--- config.mk ---
export PLATFORM = sky130hd
export DESIGN_NAME = format_spec_parser_flat
export DESIGN_NICKNAME = d
export VERILOG_FILES = /design/src/rtl/fsp_pkg.sv /design/src/rtl/fsp_if.sv /design/src/rtl/fsp_front.sv /design/src/rtl/fsp_queue.sv /design/src/rtl/fsp_back.sv /design/src/rtl/format_spec_parser.sv /design/src/flat_wrapper.sv
export SDC_FILE = /design/constraint.sdc
export NUM_CORES = 1
export LEC_CHECK = 0
export BUFFER_PORTS_ARGS = -buffer_cell sky130_fd_sc_hd__buf_2
export CAP_MARGIN = 20
export CORE_MARGIN = 2
export CORE_UTILIZATION = 40
export CTS_CLUSTER_DIAMETER = 80
export DETAILED_ROUTE_END_ITERATION = 6
export PLACE_DENSITY = 0.63
export SYNTH_ARGS = -nofsm -noshare
export SYNTH_HDL_FRONTEND = slang
export SYNTH_SLANG_ARGS = --single-unit
--- constraint.sdc ---
create_clock -name i_clk -period 10.1 [get_ports i_clk]
set_clock_uncertainty 0.15 [all_clocks]
set_input_delay 2.02 -clock i_clk [delete_from_list [all_inputs] [get_ports i_clk]]
set_output_delay 2.02 -clock i_clk [all_outputs]
set_load 0.02 [all_outputs]
--- src/rtl/fsp_pkg.sv ---
// shared types, character codes and helpers for the format spec parser
package fsp_pkg;

    localparam logic [7:0] CH_SHARP = 8'h23;
    localparam logic [7:0] CH_ZERO  = 8'h30;
    localparam logic [7:0] CH_NINE  = 8'h39;
    localparam logic [7:0] CH_MINUS = 8'h2D;
    localparam logic [7:0] CH_PLUS  = 8'h2B;
    localparam logic [7:0] CH_SPACE = 8'h20;
    localparam logic [7:0] CH_STAR  = 8'h2A;
    localparam logic [7:0] CH_DOT   = 8'h2E;
    localparam logic [7:0] CH_ONE   = 8'h31;
    localparam logic [7:0] CH_TWO   = 8'h32;
    localparam logic [7:0] CH_LOW_H = 8'h68;
    localparam logic [7:0] CH_LOW_L = 8'h6C;
    localparam logic [7:0] CH_LOW_J = 8'h6A;
    localparam logic [7:0] CH_LOW_Z = 8'h7A;
    localparam logic [7:0] CH_UP_L  = 8'h4C;
    localparam logic [7:0] CH_UP_A  = 8'h41;
    localparam logic [7:0] CH_UP_Z  = 8'h5A;

    localparam int FLAG_W = 5;
    localparam int LEN_W  = 7;
    localparam int NUM_W  = 31;

    localparam logic [NUM_W-1:0] SAT31 = {NUM_W{1'b1}};

    // flag bit positions
    localparam int FB_SHARP = 0;
    localparam int FB_ZERO  = 1;
    localparam int FB_MINUS = 2;
    localparam int FB_PLUS  = 3;
    localparam int FB_SPACE = 4;

    // length bit positions
    localparam int LB_HH = 0;
    localparam int LB_H  = 1;
    localparam int LB_LL = 2;
    localparam int LB_L  = 3;
    localparam int LB_J  = 4;
    localparam int LB_Z  = 5;
    localparam int LB_BL = 6;

    localparam int Q_DEPTH = 2;
    localparam int Q_AW    = $clog2(Q_DEPTH);
    localparam int Q_CW    = $clog2(Q_DEPTH + 1);

    typedef enum logic [2:0] {
        PH_FLAGS1,
        PH_WSTAR,
        PH_WDIG,
        PH_PSTART,
        PH_PDIG,
        PH_LEN,
        PH_FLAGS2
    } t_phase;

    typedef enum logic [1:0] {
        PEND_NONE,
        PEND_H,
        PEND_L
    } t_pend;

    typedef struct packed {
        logic [FLAG_W-1:0] flag;
        logic              star;
        logic              digit;
        logic [3:0]        dig;
        logic              dot;
        logic              low_h;
        logic              low_l;
        logic              low_j;
        logic              low_z;
        logic              up_l;
        logic              skip;
        logic              upper;
    } t_cls;

    typedef struct packed {
        logic [7:0]       ch;
        t_cls             cls;
        logic             star_neg;
        logic [NUM_W-1:0] star_abs;
    } t_item;

    typedef struct packed {
        logic [7:0]        conv_char;
        logic [FLAG_W-1:0] flag_bits;
        logic [NUM_W-1:0]  field_width;
        logic              has_precision;
        logic [NUM_W-1:0]  precision_value;
        logic              neg_star_prec;
        logic [LEN_W-1:0]  length_bits;
        logic              upper_conv;
    } t_rec;

    function automatic logic [FLAG_W-1:0] flag_bit(input logic [7:0] c);
        logic [FLAG_W-1:0] f;
        f = '0;
        case (c)
            CH_SHARP: f[FB_SHARP] = 1'b1;
            CH_ZERO:  f[FB_ZERO]  = 1'b1;
            CH_MINUS: f[FB_MINUS] = 1'b1;
            CH_PLUS:  f[FB_PLUS]  = 1'b1;
            CH_SPACE: f[FB_SPACE] = 1'b1;
            default:  f = '0;
        endcase
        return f;
    endfunction

    // acc * 10 + digit, saturating
    function automatic logic [NUM_W-1:0] add_digit(input logic [NUM_W-1:0] acc,
                                                   input logic [3:0] d);
        logic [NUM_W+3:0] t;
        t = ({4'b0, acc} << 3) + ({4'b0, acc} << 1) + (NUM_W+4)'(d);
        return (t > (NUM_W+4)'(SAT31)) ? SAT31 : t[NUM_W-1:0];
    endfunction

endpackage

--- src/rtl/fsp_if.sv ---
// valid/ready channel interfaces for spec bytes and spec records
interface fsp_in_if;
    logic        valid;
    logic        ready;
    logic [7:0]  char_byte;
    logic signed [31:0] star_value;

    modport source (output valid, output char_byte, output star_value, input ready);
    modport sink   (input valid, input char_byte, input star_value, output ready);
endinterface

interface fsp_out_if;
    logic        valid;
    logic        ready;
    logic [7:0]  conv_char;
    logic [4:0]  flag_bits;
    logic [30:0] field_width;
    logic        has_precision;
    logic [30:0] precision_value;
    logic        neg_star_prec;
    logic [6:0]  length_bits;
    logic        upper_conv;

    modport source (
        output valid, output conv_char, output flag_bits, output field_width,
        output has_precision, output precision_value, output neg_star_prec,
        output length_bits, output upper_conv, input ready
    );
    modport sink (
        input valid, input conv_char, input flag_bits, input field_width,
        input has_precision, input precision_value, input neg_star_prec,
        input length_bits, input upper_conv, output ready
    );
endinterface

--- src/rtl/fsp_front.sv ---
// front end: classifies each input byte and resolves the star argument
module fsp_front (
    input  logic [7:0]    i_char_byte,
    input  logic [31:0]   i_star_value,
    output fsp_pkg::t_item o_item
);
    import fsp_pkg::*;

    logic [31:0] mag;

    always_comb begin
        mag = ~i_star_value + 32'd1;

        o_item.ch           = i_char_byte;
        o_item.cls.flag     = flag_bit(i_char_byte);
        o_item.cls.star     = (i_char_byte == CH_STAR);
        o_item.cls.digit    = (i_char_byte >= CH_ZERO) && (i_char_byte <= CH_NINE);
        o_item.cls.dig      = i_char_byte[3:0];
        o_item.cls.dot      = (i_char_byte == CH_DOT);
        o_item.cls.low_h    = (i_char_byte == CH_LOW_H);
        o_item.cls.low_l    = (i_char_byte == CH_LOW_L);
        o_item.cls.low_j    = (i_char_byte == CH_LOW_J);
        o_item.cls.low_z    = (i_char_byte == CH_LOW_Z);
        o_item.cls.up_l     = (i_char_byte == CH_UP_L);
        o_item.cls.skip     = (i_char_byte == CH_DOT) || (i_char_byte == CH_ONE)
                              || (i_char_byte == CH_TWO);
        o_item.cls.upper    = (i_char_byte >= CH_UP_A) && (i_char_byte <= CH_UP_Z);

        // magnitude of a negative argument, most negative saturates
        o_item.star_neg = i_star_value[31];
        if (i_star_value[31]) begin
            o_item.star_abs = mag[31] ? SAT31 : mag[NUM_W-1:0];
        end else begin
            o_item.star_abs = i_star_value[NUM_W-1:0];
        end
    end

endmodule

--- src/rtl/fsp_queue.sv ---
// short fifo of classified beats between front and back
module fsp_queue (
    input  logic           i_clk,
    input  logic           i_rst_n,
    input  logic           i_push_valid,
    input  fsp_pkg::t_item i_push_item,
    output logic           o_push_ready,
    output logic           o_pop_valid,
    output fsp_pkg::t_item o_pop_item,
    input  logic           i_pop_ready
);
    import fsp_pkg::*;

    t_item           r_mem [Q_DEPTH];
    logic [Q_AW-1:0] r_wr_ptr, n_wr_ptr;
    logic [Q_AW-1:0] r_rd_ptr, n_rd_ptr;
    logic [Q_CW-1:0] r_count, n_count;
    logic            push, pop;

    assign o_push_ready = (r_count != Q_CW'(Q_DEPTH));
    assign o_pop_valid  = (r_count != '0);
    assign o_pop_item   = r_mem[r_rd_ptr];
    assign push         = i_push_valid && o_push_ready;
    assign pop          = o_pop_valid && i_pop_ready;

    always_comb begin
        n_wr_ptr = r_wr_ptr;
        n_rd_ptr = r_rd_ptr;
        n_count  = r_count;
        if (push) begin
            n_wr_ptr = (r_wr_ptr == Q_AW'(Q_DEPTH - 1)) ? '0 : r_wr_ptr + Q_AW'(1);
        end
        if (pop) begin
            n_rd_ptr = (r_rd_ptr == Q_AW'(Q_DEPTH - 1)) ? '0 : r_rd_ptr + Q_AW'(1);
        end
        if (push && !pop) begin
            n_count = r_count + Q_CW'(1);
        end else if (pop && !push) begin
            n_count = r_count - Q_CW'(1);
        end
    end

    always_ff @(posedge i_clk) begin
        if (!i_rst_n) begin
            r_wr_ptr <= '0;
            r_rd_ptr <= '0;
            r_count  <= '0;
        end else begin
            r_wr_ptr <= n_wr_ptr;
            r_rd_ptr <= n_rd_ptr;
            r_count  <= n_count;
        end
    end

    always_ff @(posedge i_clk) begin
        if (push) begin
            r_mem[r_wr_ptr] <= i_push_item;
        end
    end

endmodule

--- src/rtl/fsp_back.sv ---
// back end: phase machine, accumulators and the record output register
module fsp_back (
    input  logic           i_clk,
    input  logic           i_rst_n,
    input  logic           i_item_valid,
    input  fsp_pkg::t_item i_item,
    output logic           o_item_ready,
    fsp_out_if.source      o_out
);
    import fsp_pkg::*;

    t_phase            r_phase, n_phase;
    t_pend             r_pend, n_pend;
    logic [FLAG_W-1:0] r_flags, n_flags;
    logic [NUM_W-1:0]  r_width, n_width;
    logic [NUM_W-1:0]  r_prec, n_prec;
    logic              r_prec_seen, n_prec_seen;
    logic              r_neg_star, n_neg_star;
    logic [LEN_W-1:0]  r_len, n_len;
    logic              r_out_valid, n_out_valid;
    t_rec              r_rec, n_rec;

    logic              take, emit, stop;
    logic              fall_dot, fall_pstart, fall_pdig, fall_len, fall_f2;
    logic [FLAG_W-1:0] fres;
    t_cls              k;

    assign o_item_ready = !r_out_valid || o_out.ready;
    assign take         = i_item_valid && o_item_ready;
    assign k            = i_item.cls;

    always_comb begin
        n_phase     = r_phase;
        n_pend      = r_pend;
        n_flags     = r_flags;
        n_width     = r_width;
        n_prec      = r_prec;
        n_prec_seen = r_prec_seen;
        n_neg_star  = r_neg_star;
        n_len       = r_len;
        n_rec       = r_rec;
        n_out_valid = r_out_valid && !o_out.ready;
        emit        = 1'b0;
        stop        = 1'b0;
        fall_dot    = 1'b0;
        fall_pstart = 1'b0;
        fall_pdig   = 1'b0;
        fall_len    = 1'b0;
        fall_f2     = 1'b0;
        fres        = '0;

        if (take) begin
            case (r_phase)
                PH_FLAGS1: begin
                    if (k.flag != '0) begin
                        n_flags = r_flags | k.flag;
                    end else if (k.star) begin
                        if (i_item.star_neg) begin
                            n_flags[FB_MINUS] = 1'b1;
                        end
                        n_width = i_item.star_abs;
                        n_phase = PH_WSTAR;
                    end else if (k.digit) begin
                        n_width = NUM_W'(k.dig);
                        n_phase = PH_WDIG;
                    end else begin
                        fall_dot = 1'b1;
                    end
                end
                PH_WSTAR, PH_WDIG: begin
                    if (k.digit) begin
                        n_width = (r_phase == PH_WSTAR) ? NUM_W'(k.dig)
                                                        : add_digit(r_width, k.dig);
                        n_phase = PH_WDIG;
                    end else begin
                        fall_dot = 1'b1;
                    end
                end
                PH_PSTART: fall_pstart = 1'b1;
                PH_PDIG:   fall_pdig   = 1'b1;
                PH_LEN:    fall_len    = 1'b1;
                PH_FLAGS2: fall_f2     = 1'b1;
                default:   fall_f2     = 1'b1;
            endcase

            if (fall_dot) begin
                if (k.dot) begin
                    n_prec_seen = 1'b1;
                    n_phase     = PH_PSTART;
                end else begin
                    fall_len = 1'b1;
                end
            end

            if (fall_pstart) begin
                if (k.star) begin
                    if (i_item.star_neg) begin
                        n_prec     = '0;
                        n_neg_star = 1'b1;
                    end else begin
                        n_prec = i_item.star_abs;
                    end
                    n_phase = PH_LEN;
                end else if (k.digit) begin
                    n_prec  = NUM_W'(k.dig);
                    n_phase = PH_PDIG;
                end else begin
                    fall_len = 1'b1;
                end
            end

            if (fall_pdig) begin
                if (k.digit) begin
                    n_prec = add_digit(r_prec, k.dig);
                end else begin
                    fall_len = 1'b1;
                end
            end

            if (fall_len) begin
                n_pend = PEND_NONE;
                case (r_pend)
                    PEND_H: begin
                        if (k.low_h) begin
                            n_len[LB_HH] = 1'b1;
                            stop         = 1'b1;
                        end else begin
                            n_len[LB_H] = 1'b1;
                        end
                    end
                    PEND_L: begin
                        if (k.low_l) begin
                            n_len[LB_LL] = 1'b1;
                            stop         = 1'b1;
                        end else begin
                            n_len[LB_L] = 1'b1;
                        end
                    end
                    default: ;
                endcase
                n_phase = PH_LEN;
                if (!stop) begin
                    if (k.low_h) begin
                        n_pend = PEND_H;
                    end else if (k.low_l) begin
                        n_pend = PEND_L;
                    end else if (k.low_j) begin
                        n_len[LB_J] = 1'b1;
                    end else if (k.low_z) begin
                        n_len[LB_Z] = 1'b1;
                    end else if (k.up_l) begin
                        n_len[LB_BL] = 1'b1;
                    end else if (!k.skip) begin
                        fall_f2 = 1'b1;
                    end
                end
            end

            if (fall_f2) begin
                if (k.flag != '0) begin
                    n_flags = n_flags | k.flag;
                    n_phase = PH_FLAGS2;
                end else begin
                    emit = 1'b1;
                end
            end

            if (emit) begin
                fres = n_flags;
                if (fres[FB_MINUS]) fres[FB_ZERO]  = 1'b0;
                if (fres[FB_PLUS])  fres[FB_SPACE] = 1'b0;
                n_rec.conv_char       = i_item.ch;
                n_rec.flag_bits       = fres;
                n_rec.field_width     = n_width;
                n_rec.has_precision   = n_prec_seen;
                n_rec.precision_value = n_prec;
                n_rec.neg_star_prec   = n_neg_star;
                n_rec.length_bits     = n_len;
                n_rec.upper_conv      = k.upper;
                n_out_valid           = 1'b1;
                n_phase               = PH_FLAGS1;
                n_pend                = PEND_NONE;
                n_flags               = '0;
                n_width               = '0;
                n_prec                = '0;
                n_prec_seen           = 1'b0;
                n_neg_star            = 1'b0;
                n_len                 = '0;
            end
        end
    end

    always_ff @(posedge i_clk) begin
        if (!i_rst_n) begin
            r_phase     <= PH_FLAGS1;
            r_pend      <= PEND_NONE;
            r_flags     <= '0;
            r_width     <= '0;
            r_prec      <= '0;
            r_prec_seen <= 1'b0;
            r_neg_star  <= 1'b0;
            r_len       <= '0;
            r_out_valid <= 1'b0;
        end else begin
            r_phase     <= n_phase;
            r_pend      <= n_pend;
            r_flags     <= n_flags;
            r_width     <= n_width;
            r_prec      <= n_prec;
            r_prec_seen <= n_prec_seen;
            r_neg_star  <= n_neg_star;
            r_len       <= n_len;
            r_out_valid <= n_out_valid;
        end
    end

    always_ff @(posedge i_clk) begin
        r_rec <= n_rec;
    end

    assign o_out.valid           = r_out_valid;
    assign o_out.conv_char       = r_rec.conv_char;
    assign o_out.flag_bits       = r_rec.flag_bits;
    assign o_out.field_width     = r_rec.field_width;
    assign o_out.has_precision   = r_rec.has_precision;
    assign o_out.precision_value = r_rec.precision_value;
    assign o_out.neg_star_prec   = r_rec.neg_star_prec;
    assign o_out.length_bits     = r_rec.length_bits;
    assign o_out.upper_conv      = r_rec.upper_conv;

endmodule

--- src/rtl/format_spec_parser.sv ---
// top level of the format spec parser: front, beat queue and back
//
//  channel | dir | beat                          | handshake
//  i_in    | in  | char_byte, star_value         | valid/ready
//  o_out   | out | resolved spec record, 8 fields | valid/ready
//
// one beat per cycle sustained unless a record is held; a record leaves the
// cycle after its conversion byte leaves the two-entry queue.
// the back phase machine and its digit accumulators set the rate.
// reset is synchronous and clears phase, accumulators, queue and output valid.
// a held record stalls the back; the queue keeps taking beats until full.
module format_spec_parser (
    input  logic      i_clk,
    input  logic      i_rst_n,
    fsp_in_if.sink    i_in,
    fsp_out_if.source o_out
);
    import fsp_pkg::*;

    t_item front_item;
    t_item q_item;
    logic  q_valid;
    logic  q_ready;

    fsp_front u_front (
        .i_char_byte  (i_in.char_byte),
        .i_star_value (i_in.star_value),
        .o_item       (front_item)
    );

    fsp_queue u_queue (
        .i_clk        (i_clk),
        .i_rst_n      (i_rst_n),
        .i_push_valid (i_in.valid),
        .i_push_item  (front_item),
        .o_push_ready (i_in.ready),
        .o_pop_valid  (q_valid),
        .o_pop_item   (q_item),
        .i_pop_ready  (q_ready)
    );

    fsp_back u_back (
        .i_clk        (i_clk),
        .i_rst_n      (i_rst_n),
        .i_item_valid (q_valid),
        .i_item       (q_item),
        .o_item_ready (q_ready),
        .o_out        (o_out)
    );

endmodule

--- src/flat_wrapper.sv ---
// flat-port wrapper written by rule: the top's interface ports become plain ports
module format_spec_parser_flat import fsp_pkg::*;
  (i_clk, i_rst_n, i_in_valid, i_in_char_byte, i_in_star_value, i_in_ready, o_out_valid, o_out_conv_char, o_out_flag_bits, o_out_field_width, o_out_has_precision, o_out_precision_value, o_out_neg_star_prec, o_out_length_bits, o_out_upper_conv, o_out_ready);
  fsp_in_if i_in_i ();
  fsp_out_if o_out_i ();
  input  logic i_clk;
  input  logic i_rst_n;
  input wire logic [$bits(i_in_i.valid)-1:0] i_in_valid;
  input wire logic [$bits(i_in_i.char_byte)-1:0] i_in_char_byte;
  input wire logic [$bits(i_in_i.star_value)-1:0] i_in_star_value;
  output wire logic [$bits(i_in_i.ready)-1:0] i_in_ready;
  output wire logic [$bits(o_out_i.valid)-1:0] o_out_valid;
  output wire logic [$bits(o_out_i.conv_char)-1:0] o_out_conv_char;
  output wire logic [$bits(o_out_i.flag_bits)-1:0] o_out_flag_bits;
  output wire logic [$bits(o_out_i.field_width)-1:0] o_out_field_width;
  output wire logic [$bits(o_out_i.has_precision)-1:0] o_out_has_precision;
  output wire logic [$bits(o_out_i.precision_value)-1:0] o_out_precision_value;
  output wire logic [$bits(o_out_i.neg_star_prec)-1:0] o_out_neg_star_prec;
  output wire logic [$bits(o_out_i.length_bits)-1:0] o_out_length_bits;
  output wire logic [$bits(o_out_i.upper_conv)-1:0] o_out_upper_conv;
  input wire logic [$bits(o_out_i.ready)-1:0] o_out_ready;
  assign i_in_i.valid = i_in_valid;
  assign i_in_i.char_byte = i_in_char_byte;
  assign i_in_i.star_value = i_in_star_value;
  assign i_in_ready = i_in_i.ready;
  assign o_out_valid = o_out_i.valid;
  assign o_out_conv_char = o_out_i.conv_char;
  assign o_out_flag_bits = o_out_i.flag_bits;
  assign o_out_field_width = o_out_i.field_width;
  assign o_out_has_precision = o_out_i.has_precision;
  assign o_out_precision_value = o_out_i.precision_value;
  assign o_out_neg_star_prec = o_out_i.neg_star_prec;
  assign o_out_length_bits = o_out_i.length_bits;
  assign o_out_upper_conv = o_out_i.upper_conv;
  assign o_out_i.ready = o_out_ready;
  format_spec_parser u_core (.i_clk(i_clk), .i_rst_n(i_rst_n), .i_in(i_in_i), .o_out(o_out_i));
endmodule
Word level (Yosys, flattened, before mapping). Memory sizes are Yosys's and may differ from the RTL's. A register that Yosys moved wholly into a read port is not among the register bits. Cells that the tools add are included.

Bits in writable memories: 118. Bits in latches: 0. Register bits after elaboration: 171. Bits of input ports: 44. Word-level logic and storage cells: 207. ROM bits: 0. Output and inout port bits: 87. Memories: 1.

Bitwise gates (word level): 3. Reductions and logical operators: 23. Muxes and demuxes: 121. Eq/ne operators: 22. $mul: 0. Magnitude comparators: 6. Divide/modulo/power cells: 0. Add/subtract/negate cells: 9. Shift operators: 0.

Memory list: u_core.u_queue.r_mem (depth 2, width 59, rd ports 1, clocked after Yosys merged registers in 1, write ports 1, RTL line fsp_queue.sv:14) `t_item r_mem [Q_DEPTH];`.

Operators with widths (number): 31-bit 2-to-1 mux (17); 8-bit by 6-bit equality test with 1-bit output (second input constant) (9); 34-bit by 32-bit adder with 35-bit output (2); 35-bit by 4-bit adder with 35-bit output (2); 35-bit by 31-bit greater-than comparator with 1-bit output (second input constant) (2); 1-bit 2-to-1 mux (65); 31-bit one-hot mux with 2 select lines (1); 3-bit 2-to-1 mux (15); 8-bit by 7-bit equality test with 1-bit output (second input constant) (5); 32-bit by 1-bit adder with 32-bit output (second input constant) (1); 32-bit inverter (1); 5-bit 2-to-1 mux (6); 2-bit 2-to-1 mux (12); 7-bit 2-to-1 mux (2); 5-bit bitwise OR (2); 8-bit by 6-bit greater-or-equal comparator with 1-bit output (second input constant) (1); 8-bit by 7-bit greater-or-equal comparator with 1-bit output (second input constant) (1); 8-bit by 6-bit <= comparator with 1-bit output (second input constant) (1); 8-bit by 7-bit <= comparator with 1-bit output (second input constant) (1); 1-bit logical AND (7); 3-bit by 2-bit equality test with 1-bit output (second input constant) (2); 3-bit equality test (second input constant) (2); 3-bit one-hot mux with 2 select lines (1); 2-bit nonzero test (3); other kinds (15) (23).

Depth between registers and ports, before layout. Gate-level depths: netlist (run 1).

Word-level depth: 21. Gate-level depth with buffers: 18. Mapped depth without buffers: 14.

Cells and area by module. A second synthesis (run 1) with hierarchy kept.

Cells, all modules: 1711. Area total of the unflattened synthesis: 17515.5 µm².

By module, submodules not included: fsp_back (times used 1, cells an instance 1262, area each 11603.6 µm², sequential area each 4194.0 µm²); fsp_queue (times used 1, cells an instance 208, area each 4535.6 µm², sequential area each 3643.5 µm²); fsp_front (times used 1, cells an instance 241, area each 1376.3 µm², sequential area each 0.0 µm²).

Worst setup path after synthesis (run 1). No wires, ideal clock.

Kind: input -> register. From: in i_in_valid. To: mem u_core.u_queue.r_mem[0][0] (netlist bit), enable pin. Library setup time: 0.468 ns. Data required time: 9.482 ns. Arrival time: 4.419 ns. Path buffers: 0. Cell stages on the path: 2. Path slack: 5.063 ns. Cells stage by stage: nand2_1 > nor2_1.

Word-level cells in the longest chain between the ends: 3.

Ends and longest elaborated chain: from (decl) (RTL line flat_wrapper.sv:8) `input wire logic [$bits(i_in_i.valid)-1:0] i_in_valid;`; 1-bit logical AND (RTL line fsp_queue.sv:23) `assign push = i_push_valid && o_push_ready;`; 1-bit 2-to-1 mux (RTL line fsp_queue.sv:56) `if (push) begin`; 1-bit 2-to-1 mux (not written as such) (RTL line fsp_queue.sv:57) `r_mem[r_wr_ptr] <= i_push_item;`; to (decl) (RTL line fsp_queue.sv:14).

No other way between the ends.

==> results of run 1 <==
worst reg2reg max path, delay by kind of cell, from the launching register on:
family | cells | cell delay, ps
AND/OR/NAND/NOR | 2 | 560
buffers and inverters | 2 | 510
multiplexers | 1 | 440
adder cells (fa/ha/maj) | 2 | 930
flip-flops | 1 | 510
AO/OA/AOI/OAI | 7 | 1950
routing by layer:
layer / share of wire (%) / up-vias / track usage (%) / wire length [um]
met1: 45 / 6586 / 30.2 / 21500
met2: 44 / 438 / 34.4 / 21400
met3: 6.0 / 96 / 3.47 / 2890
met5: 0 / - / 0 / 0
li1: - / 6599 / - / -
met4: 4.9 / 0 / 10.0 / 2360
flip-flops by register name (all words and copies together) (netlist names), 2 cells and up, named ones only:
register	count
u_core.u_back.o_out.conv_char	8
u_core.u_back.o_out.field_width	31
u_core.u_back.o_out.flag_bits	5
u_core.u_back.o_out.length_bits	7
u_core.u_back.o_out.precision_value	31
u_core.u_back.r_flags	5
u_core.u_back.r_len	7
u_core.u_back.r_pend	2
u_core.u_back.r_phase	3
u_core.u_back.r_prec	31
u_core.u_back.r_width	31
u_core.u_queue.r_count	2
u_core.u_queue.r_mem	110
cells by family after synthesis:
logic type / count (synthesis) / share of synthesized area [%]
AO/OA/AOI/OAI: 484 / 20.3
XOR/XNOR: 83 / 4.28
adder cells (fa/ha/maj): 131 / 9.82
buffers and inverters: 130 / 3.24
flip-flops: 282 / 44.7
multiplexers: 56 / 3.43
AND/OR/NAND/NOR: 514 / 14.2
stage by stage:
step	power [W]	cell area, um^2	std cells	setup slack [ps]	hold WS, ps
6_report	0.00411	19300	2348	4810	311
3_3_place_gp	0.00286	18100	2283	4780	295
4_1_cts	0.00413	19200	2345	4780	319
5_1_grt	0.00433	19300	2347	4490	338
2_1_floorplan	0.00245	17000	1680	5060	276
3_5_place_dp	0.00288	18100	2284	4750	303
layout by cell type (no fill, tap or decap), types with 17 or more instances in the layout:
cell / count
clkbuf_16: 35
nor3_1: 50
mux2_2: 18
edfxtp_1: 195
a31oi_1: 21
buf_2: 130
xnor2_1: 29
xor2_1: 54
o31ai_1: 34
mux2i_1: 37
ha_1: 126
and2_1: 22
a22oi_1: 23
a21oi_1: 95
nand3_1: 24
buf_4: 19
nor2_1: 162
dfxtp_1: 86
a221oi_1: 30
nand2_1: 150
a22o_1: 21
inv_1: 46
o21ai_0: 80
nand2b_1: 17
a21o_1: 41
worst max-delay path by stage:
stage                     depth (start not counted)                             endpoint          startpoint
final                                            14  u_core.u_back.o_out.field_width[19]           flip-flop
after global routing                             14  u_core.u_back.o_out.field_width[19]           flip-flop
after CTS                                        14  u_core.u_back.o_out.field_width[19]           flip-flop
after detailed placement                          9           u_core.u_queue.r_mem[0][1]  i_in_star_value[3]
after global placement                            9           u_core.u_queue.r_mem[0][1]  i_in_star_value[3]
after floorplan                                   2           u_core.u_queue.r_mem[0][0]          i_in_valid
final cells by class:
cell class                      instances  area [um^2]  share of cell area, %
Multi-Input combinational cell       1268         8860                   46.0
Sequential cell                       282         7600                   39.5
Clock buffer                           48          985                   5.11
Timing Repair Buffer                  150          808                   4.20
Tap cell                              539          674                   3.50
Inverter                               46          173                  0.897
Clock inverter                         13          148                  0.767
Antenna cell                            2         5.00                 0.0260
where the power goes:
| part | switching, W | internal (W) |
|---|---|---|
| Clock | 0.000498 | 0.000736 |
| Sequential | 0.000105 | 0.00141 |
| Combinational | 0.000920 | 0.000447 |
==> impl_metrics.tcl, run 1 <==
set metrics [dict create \
    peakVddDrop_mv 0.157 \
    overflow 0 \
    relSlewSlack_pct 34.9 \
    io_buffers 130 \
    synth.area.top_cells "edfxtp_1, dfxtp_1, ha_1" \
    clockBufferDepth 3 \
    grt_pass1_vias 13500 \
    crit_buf_inv 2 \
    holdCritStartpoint "u_core.u_back.r_len[6]" \
    fillCellCount 3951 \
    nets 1956 \
    ctsResizeCount 0 \
    core_area_um2 41900 \
    crit_arrival_ps 5430 \
    fp.dieW_um 210 \
    max_stage_delay_ps 510 \
    grtUsageTotal_pct 22.0 \
    cpMaxStageDelayCell "dfxtp_4" \
    synthToLayoutAreaGrowth_pct 13.4 \
    r2r_slack_ps 4810 \
    post-cts-setup-buffers 0 \
    drtAntennaViolNets 0 \
    ys.flop_type "edfxtp_1" \
    setup_viol 0 \
    antenna_found_initial 3 \
    status "completed" \
    syn_nets 1854 \
    dieArea_um2 44100 \
    p_leak_nw 7.95 \
    drv_cap 0 \
    cts_hold_buf 0 \
    crit_chain "mux2_2 > inv_1 > fa_1 > fa_1 > and2b_1 > o2111ai_2 > a31oi_1 > a221oi_2 > nand4bb_1 > a31o_2 > a221oi_4 > buf_4 > a211oi_1 > a221o_1" \
    tritoncts "yes" \
    crit_family "compound AO/OA/AOI/OAI gates" \
    yosysWarningCount 0 \
    crit_fanout 26 \
    slew_violations 0 \
    worst_pin_slew_ps 977 \
    synth_cells 1680 \
    synth_largest_area_cell "edfxtp_1" \
    post-route-util_pct 45.9 \
    numCtsBuffers 34 \
    r2r-end "u_core.u_back.o_out.field_width[19]" \
    post-route-period-util_pct 52.3 \
    yosysTopAreaCellShare_pct 34.5 \
    htree_levels 2 \
    drc 0 \
    synth-seq-cells 282 \
    power.density_nw_per_um2 214 \
    finalSetupTns_ps 0 \
    drive_above_1_share_pct 14.0 \
    numClockSinks 282 \
    hp-class "flip-flop to flip-flop" \
    place_congestion 0.914 \
    holdPathStages 2 \
    grt_max_degree 65 \
    dp_hpwl_um 35200 \
    drt_iter0_drc 1099 \
    yosysMostFrequentCell "edfxtp_1" \
    via_per_inst 5.84 \
    routedWlPerCell_um 20.5 \
    r2r_cells 14 \
    hold_path_end "u_core.u_back.r_len[6]" \
    cp.required_ps 10240 \
    synth_edf_count 195 \
    grt_pass1_wl_um 76400 \
    drt_first_pass_iters 6 \
    start_util_pct 40.5 \
    syn_area_per_cell_um2 10.1 \
    rows 75 \
    cts.reportedPaths.clkPinSlew_ps 60 \
    crit_type "flip-flop to flip-flop" \
    rsz0062_at_grt "no" \
    synth_common_cells "edfxtp_1, nor2_1, nand2_1" \
    period_needed_ps 5290 \
    cp-start-kind "flip-flop" \
    die_h_um 210 \
    synth_cell_types 85 \
    ys_seq_area_share_pct 44.7 \
    routed_wl_um 48200 \
    synthArstFlopShare_pct 0 \
    critPathCaptureType "flip-flop" \
    boundaryPins 131 \
    root_buffer "clkbuf_16" \
    num_vias 13700 \
    finalHoldViolCount 0 \
    fmax_ghz 0.189 \
    clk_latency_ps 550 \
    syn-cell-area_um2 17000 \
    crit_path_frequent_cell "fa_1" \
]
No activity file was read; power rests on OpenSTA's default activity.
==> inputs of run 2 (changes only) <==
Settings changed: ABC_AREA from default to 1, PLACE_DENSITY 0.63 to 0.65.
Clock period 10.1 ns to 4.8 ns, I/O delays scaled along.
==> run 2 against run 1 <==
The flow now finishes with violations (DRC); count of clock-buffer cells in the layout shrank 7; wire length grew 20%; die area grew 8.4%; sequential cell count is the same; cell count grew 34%.
==> impl_metrics.tcl, run 2 <==
set metrics [dict create \
    crit_arrival_ps 4590 \
    holdPathStages 1 \
    cp.required_ps 5130 \
    synth_common_cells "nand2_1, inv_1, edfxtp_1" \
    ctsResizeCount 0 \
    critPathCaptureType "flip-flop" \
    whs_ps 305 \
    rsz0062_at_grt "no" \
    worst_pin_slew_ps 954 \
    status "finished, violations left" \
    syn_nets 2586 \
    post-route-period-util_pct 88.8 \
    setup_viol 0 \
    drt_iter0_drc 1522 \
    synthToLayoutAreaGrowth_pct 13.1 \
    fmax_ghz 0.235 \
    place_congestion 0.950 \
    io_buffers 130 \
    finish.instance_area_um2 20800 \
    overflow 0 \
    antenna_found_initial 0 \
    grtUsageTotal_pct 24.1 \
    grt_pass1_wl_um 90000 \
    largest_reg_flops 110 \
    fp.dieW_um 219 \
    period_needed_ps 4260 \
    power.density_nw_per_um2 435 \
    syn-cell-area_um2 18400 \
    drc 1 \
    synth_cell_types 57 \
    routedWlPerCell_um 18.4 \
    synth_largest_area_cell "edfxtp_1" \
    hp-class "flip-flop to flip-flop" \
    fillCellCount 4581 \
    ys_seq_area_share_pct 41.2 \
    nets 2696 \
    drive_above_1_share_pct 11.3 \
    final_common_cell "nand2_1" \
    synth_edf_count 195 \
    core_area_um2 45500 \
    report.power.total_w 0.00906 \
    grt.met1_usage_pct 32.5 \
    max_stage_delay_ps 480 \
    grt_util_met2_pct 39.7 \
    synth.area.top_cells "edfxtp_1, nand2_1, dfxtp_1" \
    post-cts-setup-buffers 0 \
    violations "DRC" \
    rows 78 \
    start_util_pct 40.5 \
    cts_hold_buf 0 \
    finalSetupTns_ps 0 \
    dieArea_um2 47800 \
    grt_max_degree 69 \
    syn_area_per_cell_um2 7.64 \
    die_h_um 219 \
    num_vias 17200 \
    slew_violations 0 \
    cts.reportedPaths.clkPinSlew_ps 60 \
    cp-start-kind "flip-flop" \
    yosysTopAreaCellShare_pct 31.8 \
    synthArstFlopShare_pct 0 \
    numClockSinks 282 \
    synth-seq-cells 282 \
    numCtsBuffers 35 \
    yosysWarningCount 0 \
    boundaryPins 131 \
    p_leak_nw 9.63 \
    final_cell_mix "nand2_1, inv_1, edfxtp_1" \
    drt_first_pass_iters 7 \
    crit_chain "inv_2 > or2_2 > o21ai_0 > buf_4 > fa_1 > fa_1 > inv_1 > nand3_1 > nand3_1 > nand3_1 > nand2_1 > nand2_1 > nand2_1 > nand3_1 > nand2_1 > nor2_2 > nand2_2 > nand2_4 > nand3_1 > nand2_1 > nand2_1 > nand2_1 > a21oi_1" \
    drtAntennaViolNets 0 \
    largest-register "u_core.u_queue.r_mem" \
    finalHoldViolCount 0 \
    clk_latency_ps 560 \
    crit_type "flip-flop to flip-flop" \
    grt-busiest-layer "met2" \
    grt_pass1_vias 16400 \
    routed_wl_um 58000 \
    htree_levels 2 \
    clockBufferDepth 3 \
    placed_area_um2 19700 \
    via_per_inst 5.45 \
    peakVddDrop_mv 0.263 \
    num_antenna_cells 0 \
    root_buffer "clkbuf_16" \
    drv_cap 0 \
    crit_fanout 24 \
    synth_cells 2412 \
    grt.met3_usage_pct 2.48 \
    relSlewSlack_pct 36.4 \
    tritoncts "yes" \
    crit_path_frequent_cell "nand2_1" \
    ys.flop_type "edfxtp_1" \
    cpMaxStageDelayCell "fa_1" \
    r2r_cells 23 \
    yosysMostFrequentCell "nand2_1" \
    dp_hpwl_um 43000 \
]
[run 2: cell count changes after synthesis, sizes merged, moves of 36 or more]
cell	previous run	this run
nand3	25	190
a21oi	95	172
xor2	54	14
nand2	150	765
o21ai	81	119
inv	46	237
mux2i	38	2
[run 2: final timing paths]
path	from	to	slack, ps
max reg2reg	flip-flop	u_core.u_back.r_width[27]	540
min reg2reg	u_core.u_queue.r_rd_ptr	u_core.u_queue.r_rd_ptr	310
min	u_core.u_queue.r_rd_ptr	u_core.u_queue.r_rd_ptr	310
max	flip-flop	u_core.u_back.r_width[27]	540
[run 2: power by group]
group	switching (W)	internal, W
combinational	0.00240	0.000861
sequential	0.000159	0.00293
clock	0.00108	0.00163
total	0.00364	0.00542
[run 2: logic make-up (layout without fill, tap and decap cells)]
family	after synthesis	after routing	share of synthesized area (%)
and+or+nand+nor	1244	1244	28.5
AOI/OAI and AO/OA	412	412	13.1
muxes	2	2	0.109
adders and majority gates	130	130	8.99
DFF	282	282	41.2
buffers and inverters	320	454	7.05
xor gates and xnor gates	22	22	1.05
[run 2: critical path: cells and delay by family (launching register included)]
family                     cells  cell delay [ps]
DFF                            1              370
AOI/OAI and AO/OA              2              360
adders and majority gates      2              930
buffers and inverters          3              380
and+or+nand+nor               16             1980
[run 2: layout make-up]
cell class	count	area (um^2)	share of cell area (%)
Clock buffer	41	898	4.31
Clock inverter	20	274	1.31
Timing Repair Buffer	154	863	4.14
Inverter	239	901	4.32
Sequential cell	282	7600	36.4
Multi-Input combinational cell	1810	9560	45.9
Tap cell	600	751	3.60
[run 2: layer usage]
metal	part of all wire, %	wire, um	vias up
li1	-	-	8336
met1	44	25700	8108
met2	47	27200	600
met3	5.6	3220	112
met4	3.1	1820	0
met5	0	0	-
[run 2: per-stage QoR]
step	worst slack, ps	utilization [%]	instances
after global placement	668	43.2	3084
after global routing	258	45.8	3146
final	537	45.8	3146
after CTS	581	45.8	3146
after floorplan	800	-	2412
after detailed placement	612	43.3	3085
